===== src/kbds_pkg.sv =====
package kbds_pkg;

   localparam int KEY_CODE_W = 5;
   localparam int TIME_W     = 32;
   localparam int HOLD_W     = 16;
   localparam int DIGIT_W    = 4;

   localparam logic [HOLD_W-1:0] KEY_HOLD_RESET    = 16'd50;
   localparam logic [HOLD_W-1:0] BUTTON_HOLD_RESET = 16'd30;

   localparam logic [KEY_CODE_W-1:0] KEY_NONE  = 5'd0;
   localparam logic [DIGIT_W-1:0]    NOT_DIGIT = 4'hF;

   typedef enum logic [1:0] {
      KIND_POLL     = 2'd0,
      KIND_CONSUME  = 2'd1,
      KIND_CLEAR_IR = 2'd2,
      KIND_UNUSED   = 2'd3
   } kind_type;

   typedef enum logic {
      CSR_KEY_HOLD    = 1'b0,
      CSR_BUTTON_HOLD = 1'b1
   } csr_index_type;

   // digit per key index row*4+col
   localparam logic [DIGIT_W-1:0] DIGIT_OF [16] = '{
      4'd1, 4'd4, 4'd7, NOT_DIGIT,
      4'd2, 4'd5, 4'd8, 4'd0,
      4'd3, 4'd6, 4'd9, NOT_DIGIT,
      NOT_DIGIT, NOT_DIGIT, NOT_DIGIT, NOT_DIGIT
   };

   // first closed key, column outer and row inner; code is 1 + row*4 + col
   function automatic logic [KEY_CODE_W-1:0] scan_matrix(input logic [15:0] matrix);
      logic [KEY_CODE_W-1:0] code;
      code = KEY_NONE;
      for (int i = 15; i >= 0; i--) begin
         if (!matrix[i]) begin
            code = KEY_CODE_W'(1 + (i % 4) * 4 + (i / 4));
         end
      end
      return code;
   endfunction

endpackage


===== src/keypad_button_debounce_snapshot_top.sv =====
// keypad and button debounce snapshot
//
// req channel carries one transaction per poll or command: tuser holds the
// kind (poll, consume digit, clear ir), tdata holds the timestamp and raw
// keypad, button and ir samples. every req transaction yields exactly one rsp
// transaction holding the current snapshot: a poll refreshes it, the other
// kinds repeat the last one after updating key or ir state.
// csr channel writes the key and button hold times; it is always ready.
//
// rsp_tvalid is registered and rises in the cycle after req acceptance.
// throughput is one transaction per cycle while rsp_tready is high: the rsp
// register is reloaded in the same cycle its contents are taken, set by the
// single scan, subtract and compare pass on the debounce registers.
// when the receiver stalls, the rsp register holds and req_tready drops
// until the pending result is taken.
// reset (synchronous) clears all debounce state and the snapshot, and loads
// hold times of 50 ms (key) and 30 ms (buttons).
module keypad_button_debounce_snapshot_top (
   input  logic        clock,
   input  logic        reset,
   input  logic        req_tvalid,
   output logic        req_tready,
   // now_ms[31:0], key_matrix[47:32], button_port[49:48], ir_valid_frame[50], zero[55:51]
   input  logic [55:0] req_tdata,
   // kind[1:0]
   input  logic [1:0]  req_tuser,
   output logic        rsp_tvalid,
   input  logic        rsp_tready,
   // snap_time_ms[31:0], both_pressed[32], ir_confirmed[33], digit_valid[34],
   // digit_value[38:35], zero[39]
   output logic [39:0] rsp_tdata,
   input  logic        csr_valid,
   output logic        csr_ready,
   input  logic        csr_index,
   input  logic [15:0] csr_data
);
   import kbds_pkg::*;

   logic [HOLD_W-1:0]     key_hold_ff, button_hold_ff;
   logic [KEY_CODE_W-1:0] raw_key_prev_ff, raw_key_prev_in;
   logic [KEY_CODE_W-1:0] stable_key_ff, stable_key_in;
   logic [TIME_W-1:0]     key_change_time_ff, key_change_time_in;
   logic                  raw_buttons_prev_ff, raw_buttons_prev_in;
   logic                  stable_buttons_ff, stable_buttons_in;
   logic [TIME_W-1:0]     button_change_time_ff, button_change_time_in;
   logic                  ir_pending_ff, ir_pending_in;
   logic                  rsp_valid_ff, rsp_valid_in;
   logic [TIME_W-1:0]     snap_time_ff, snap_time_in;
   logic                  snap_both_ff, snap_both_in;
   logic                  snap_ir_ff, snap_ir_in;
   logic                  snap_dvalid_ff, snap_dvalid_in;
   logic [DIGIT_W-1:0]    snap_dvalue_ff, snap_dvalue_in;

   logic                  req_accept;
   kind_type              kind;
   logic [TIME_W-1:0]     now_ms;
   logic [15:0]           key_matrix;
   logic [1:0]            button_port;
   logic                  ir_valid_frame;
   logic                  raw_buttons;
   logic [KEY_CODE_W-1:0] raw_key;
   logic [TIME_W-1:0]     button_age, key_age;
   logic [DIGIT_W-1:0]    digit;

   assign kind           = kind_type'(req_tuser);
   assign now_ms         = req_tdata[31:0];
   assign key_matrix     = req_tdata[47:32];
   assign button_port    = req_tdata[49:48];
   assign ir_valid_frame = req_tdata[50];

   assign req_tready = !rsp_valid_ff || rsp_tready;
   assign req_accept = req_tvalid && req_tready;
   assign csr_ready  = 1'b1;

   assign raw_buttons = (button_port == 2'b00);
   assign raw_key     = scan_matrix(key_matrix);

   always_comb begin
      raw_key_prev_in       = raw_key_prev_ff;
      stable_key_in         = stable_key_ff;
      key_change_time_in    = key_change_time_ff;
      raw_buttons_prev_in   = raw_buttons_prev_ff;
      stable_buttons_in     = stable_buttons_ff;
      button_change_time_in = button_change_time_ff;
      ir_pending_in         = ir_pending_ff;
      snap_time_in          = snap_time_ff;
      snap_both_in          = snap_both_ff;
      snap_ir_in            = snap_ir_ff;
      snap_dvalid_in        = snap_dvalid_ff;
      snap_dvalue_in        = snap_dvalue_ff;
      rsp_valid_in          = rsp_valid_ff && !rsp_tready;
      button_age            = '0;
      key_age               = '0;
      digit                 = NOT_DIGIT;

      if (req_accept) begin
         rsp_valid_in = 1'b1;
         case (kind)
            KIND_POLL: begin
               if (raw_buttons != raw_buttons_prev_ff) begin
                  button_change_time_in = now_ms;
                  raw_buttons_prev_in   = raw_buttons;
               end
               button_age = now_ms - button_change_time_in;
               if (button_age >= TIME_W'(button_hold_ff)) begin
                  stable_buttons_in = raw_buttons;
               end

               if (raw_key != raw_key_prev_ff) begin
                  key_change_time_in = now_ms;
                  raw_key_prev_in    = raw_key;
               end
               key_age = now_ms - key_change_time_in;
               if (key_age >= TIME_W'(key_hold_ff)) begin
                  stable_key_in = raw_key;
               end

               if (stable_key_in != KEY_NONE) begin
                  digit = DIGIT_OF[4'(stable_key_in - 5'd1)];
               end

               snap_time_in   = now_ms;
               snap_both_in   = stable_buttons_in;
               // pending flag is reported once and then dropped
               snap_ir_in     = ir_pending_ff || ir_valid_frame;
               snap_dvalid_in = (digit != NOT_DIGIT);
               snap_dvalue_in = (digit != NOT_DIGIT) ? digit : '0;
               ir_pending_in  = 1'b0;
            end
            KIND_CONSUME: begin
               stable_key_in   = KEY_NONE;
               raw_key_prev_in = KEY_NONE;
            end
            KIND_CLEAR_IR: begin
               ir_pending_in = 1'b0;
            end
            default: begin
            end
         endcase
      end
   end

   always_ff @(posedge clock) begin
      if (reset) begin
         key_hold_ff           <= KEY_HOLD_RESET;
         button_hold_ff        <= BUTTON_HOLD_RESET;
         raw_key_prev_ff       <= KEY_NONE;
         stable_key_ff         <= KEY_NONE;
         key_change_time_ff    <= '0;
         raw_buttons_prev_ff   <= 1'b0;
         stable_buttons_ff     <= 1'b0;
         button_change_time_ff <= '0;
         ir_pending_ff         <= 1'b0;
         rsp_valid_ff          <= 1'b0;
         snap_time_ff          <= '0;
         snap_both_ff          <= 1'b0;
         snap_ir_ff            <= 1'b0;
         snap_dvalid_ff        <= 1'b0;
         snap_dvalue_ff        <= '0;
      end else begin
         if (csr_valid && csr_ready) begin
            case (csr_index_type'(csr_index))
               CSR_KEY_HOLD:    key_hold_ff    <= csr_data;
               CSR_BUTTON_HOLD: button_hold_ff <= csr_data;
               default: begin
               end
            endcase
         end
         raw_key_prev_ff       <= raw_key_prev_in;
         stable_key_ff         <= stable_key_in;
         key_change_time_ff    <= key_change_time_in;
         raw_buttons_prev_ff   <= raw_buttons_prev_in;
         stable_buttons_ff     <= stable_buttons_in;
         button_change_time_ff <= button_change_time_in;
         ir_pending_ff         <= ir_pending_in;
         rsp_valid_ff          <= rsp_valid_in;
         snap_time_ff          <= snap_time_in;
         snap_both_ff          <= snap_both_in;
         snap_ir_ff            <= snap_ir_in;
         snap_dvalid_ff        <= snap_dvalid_in;
         snap_dvalue_ff        <= snap_dvalue_in;
      end
   end

   assign rsp_tvalid = rsp_valid_ff;
   assign rsp_tdata  = {1'b0, snap_dvalue_ff, snap_dvalid_ff, snap_ir_ff, snap_both_ff,
                        snap_time_ff};

   // a poll always leaves no ir confirmation pending
   assert property (@(posedge clock) disable iff (reset)
      req_accept && (kind == KIND_POLL) |=> !ir_pending_ff)
      else $error("ir pending survived a poll");

   // snapshot only changes on an accepted poll
   assert property (@(posedge clock) disable iff (reset)
      !(req_accept && (kind == KIND_POLL)) |=> $stable(rsp_tdata))
      else $error("snapshot changed without a poll");

   // digit value is zero unless a digit is shown, and never above nine
   assert property (@(posedge clock) disable iff (reset)
      (snap_dvalid_ff || (snap_dvalue_ff == '0)) && (snap_dvalue_ff <= 4'd9))
      else $error("bad digit field");

   // a consume leaves no stable key behind
   assert property (@(posedge clock) disable iff (reset)
      req_accept && (kind == KIND_CONSUME) |=> stable_key_ff == KEY_NONE)
      else $error("stable key kept after consume");

   // every accepted transaction shows up as a response in the next cycle
   assert property (@(posedge clock) disable iff (reset)
      req_accept |=> rsp_valid_ff)
      else $error("response missing after accepted transaction");

endmodule


===== config.mk =====
export PLATFORM = sky130hd
export DESIGN_NAME = keypad_button_debounce_snapshot_top
export DESIGN_NICKNAME = d
export VERILOG_FILES = /design/src/kbds_pkg.sv /design/src/keypad_button_debounce_snapshot_top.sv
export SDC_FILE = /design/constraint.sdc
export NUM_CORES = 1
export LEC_CHECK = 0
export BUFFER_PORTS_ARGS = -buffer_cell sky130_fd_sc_hd__buf_2
export CORE_MARGIN = 5
export CORE_UTILIZATION = 45
export DETAILED_ROUTE_END_ITERATION = 16
export HOLD_SLACK_MARGIN = 0.15
export PLACE_DENSITY = 0.72
export SETUP_SLACK_MARGIN = 0.4
export SLEW_MARGIN = 40
export SYNTH_ARGS = -nofsm -noshare
export SYNTH_HDL_FRONTEND = slang
export SYNTH_SLANG_ARGS = --single-unit

===== constraint.sdc =====
create_clock -name clock -period 12.74 [get_ports clock]
set_clock_uncertainty 0.2 [all_clocks]
set_input_delay 2.548 -clock clock [delete_from_list [all_inputs] [get_ports clock]]
set_output_delay 2.548 -clock clock [all_outputs]
set_load 0.01 [all_outputs]

==> metrics.cfg <==
[run_status]
status = finished clean

[synth]
ys_seq_area_frac = 0.2725
synth_edf_count = 0
synth_fp_nets = 1592
syn_area_mm2 = 0.01080
synthAdderAreaFrac = 0.1161
synth_compound_area_frac = 0.2433
synth_top_family_by_area = compound AO/OA/AOI/OAI gates
synth-simple-area-share = 0.2105
async_reset_ff_frac = 0
postSynthAreaPerCell_um2 = 7.643
synthMuxAreaShare = 0.06743
yosys_register_bits = 147
netlist_instances = 1413
yosysWarnings = 0
ys.flop_type = dfxtp_1
synth_xor_area_frac = 0.03881
synth_cell_types = 71

[die]
dieArea_mm2 = 0.02720
die_h_um = 164.9
ioPinCount = 123
die_w_um = 164.9
start_util = 0.4587
rows = 56
core_area_mm2 = 0.02354

[cells_and_area]
syn_to_final_growth_pct = 12.61
drive_above_1_share = 0.1171
final_cell_mix = nand2_1 (209), a21oi_1 (149), dfxtp_1 (147)
fin_nets = 1661
final_common_cell = nand2_1
insertedDiodeCount = 0
final_cell_count_no_fill = 1814

[clock_network]
cts_sinks = 147
clkTransAtPathRegs_ns = 0.06
cts_tree = yes
cts_buffers = 17
cts_resized = 0
clock_latency_ns = 0.44
post_cts_buffers = 0
root_buffer = clkbuf_16
htreeDepth = 4
clock_path_buffers = 2
cts_hold_buf = 0

[sta]
max_freq_ghz = 0.08747
maxSlewHeadroom = 0.4292
finalMaxSlewViolations = 0
grt_setup_unrepaired = no
hold_violations = 0
tns_ns = 0
worst_pin_slew_ns = 0.8562
fin_crit_ns = 11.43
final.period_utilization = 0.8974
finalSetupViolCount = 0

[place]
dpl.hpwl_um = 20710
portBuffers = 115
placed_cells = 1782
finalWeightedCongestion = 0.8878

[job]
maxCapViolations = 0

[routing]
first_pass_iters = 7
drt-initial-drc-count = 714
ant_nets = 0
wl_per_cell_um = 15.46
drc = 0
drt-vias-per-instance = 5.668
num_vias = 10280
drt_wl_total_um = 28040

[setup_path]
crit_path_start = req_tdata[40]
critical_path.top_delay_family = compound AO/OA/AOI/OAI gates
worst_setup_path_end_kind = register
critPathKind = in -> reg
max_stage_delay_ns = 0.51
worstSetupPathDepth = 36
required_ns = 12.86
cpMostUsedCell = o21ai_0
path_buf_inv = 4
crit_path_start_kind = input pin
crit_arrival_ns = 11.56
r2r_cells = 34
critPathMaxFanout = 15
reg2reg_from = raw_key_prev_ff[1]
slowest_stage = nor4_2

[power]
p_leak_nw = 5.028
p_per_area_mw_per_mm2 = 115.3
irDropWorstVdd_mv = 0.08501

[hold_path]
whs_path_depth = 2
hp-class = reg -> reg
min_from = snap_time_ff[16]

[grt]
grt_pass1_wl_um = 45770
grt_pass1_vias = 9471
grt_max_degree = 77
overflow = 0
grt_usage = 0.2054
antenna_found_initial = 0

[flip-flops by register name (all words and copies together), names as in the netlist, 4 cells and up]
signal                 count
button_hold_ff            16
raw_key_prev_ff            5
button_change_time_ff     32
snap_time_ff              32
key_change_time_ff        32
snap_dvalue_ff             4
key_hold_ff               16
stable_key_ff              5
[power breakdown]
group | internal (W) | switching [W] | leakage (nW)
clock | 0.000294 | 0.000211 | 0.276
combinational | 0.000168 | 0.000241 | 3.55
sequential | 0.000479 | 0.0000100 | 1.20
[worst min-delay path, cell delays in order (launching register included)]
cell,delay [ns]
dfxtp_1,0.31
nand2_1,0.05
a21oi_1,0.05
[cell type report]
cell class / instances / area [um2]
Timing Repair Buffer: 124 / 653.1
Clock inverter: 12 / 132.6
Multi-Input combinational cell: 1127 / 7342
Tap cell: 319 / 399.1
Fill cell: 2265 / 11380
Clock buffer: 20 / 446.7
Sequential cell: 147 / 2943
Inverter: 65 / 244.0
[layer usage]
layer | vias up | global-route usage | routed length [um]
li1 | 5191 | - | -
met1 | 4769 | 0.2803 | 13190
met2 | 280 | 0.3323 | 12660
met3 | 41 | 0.03294 | 1646
met4 | 0 | 0.06578 | 543
met5 | - | 0 | 0
[cells by family after synthesis]
family	count (synthesis)
XOR/XNOR	47
buffers and inverters	139
multiplexers	72
adder cells (fa/ha/maj)	99
AND/OR/NAND/NOR	498
AO/OA/AOI/OAI	409
flip-flops	147
other	2
[Yosys cell counts (all sizes together) (3+ instances only)]
cell,instances,area (um2)
nor3,23,120.1
a211o,5,43.79
xnor2,24,217.7
o31ai,6,45.04
and4,5,43.79
a2111o,4,45.04
o311a,3,30.03
a31oi,11,68.82
a21o,36,270.3
ha,97,1214
mux2,6,67.56
a32o,4,40.04
nor2b,22,137.6
mux2i,66,660.6
dfxtp,147,2943
nand3b,9,67.56
a21oi,149,745.7
o21a,12,90.09
nand4,13,87.58
a22oi,3,22.52
nand3,19,95.09
o211ai,10,75.07
nor2,135,514.2
nor4b,4,35.03
nand2b,22,137.6
a211oi,68,515.5
clkbuf,59,221.5
o221ai,4,35.03
nor3b,3,22.52
o21bai,8,60.06
buf,15,81.33
nor4,8,56.30
and2,6,37.54
o22ai,6,37.54
inv,65,244.0
and3,9,56.30
o21ai,58,290.3
nand2,209,784.5
or4,3,22.52
xor2,23,201.4
or3,4,25.02
o32ai,3,26.28
[final timing paths]
check        slack (ns)                end
max reg2reg        3.44  snap_dvalue_ff[2]
min                0.25   snap_time_ff[16]
max                1.31  snap_dvalue_ff[2]
min reg2reg        0.25   snap_time_ff[16]
[metrics by stage]
stage	setup slack (ns)	power [W]	instance area [um2]	utilization	hold WS (ns)
after floorplan	1.398	0.0008020	10800	-	0.2363
after global placement	0.9878	0.0008933	11560	0.4910	0.2389
after detailed placement	0.6755	0.0009026	11570	0.4916	0.2444
after CTS	1.082	0.001410	12150	0.5162	0.2533
after global routing	0.5036	0.001488	12160	0.5165	0.2713
final	1.307	0.001402	12160	0.5165	0.2513
Power figures use the tool's default switching activity.
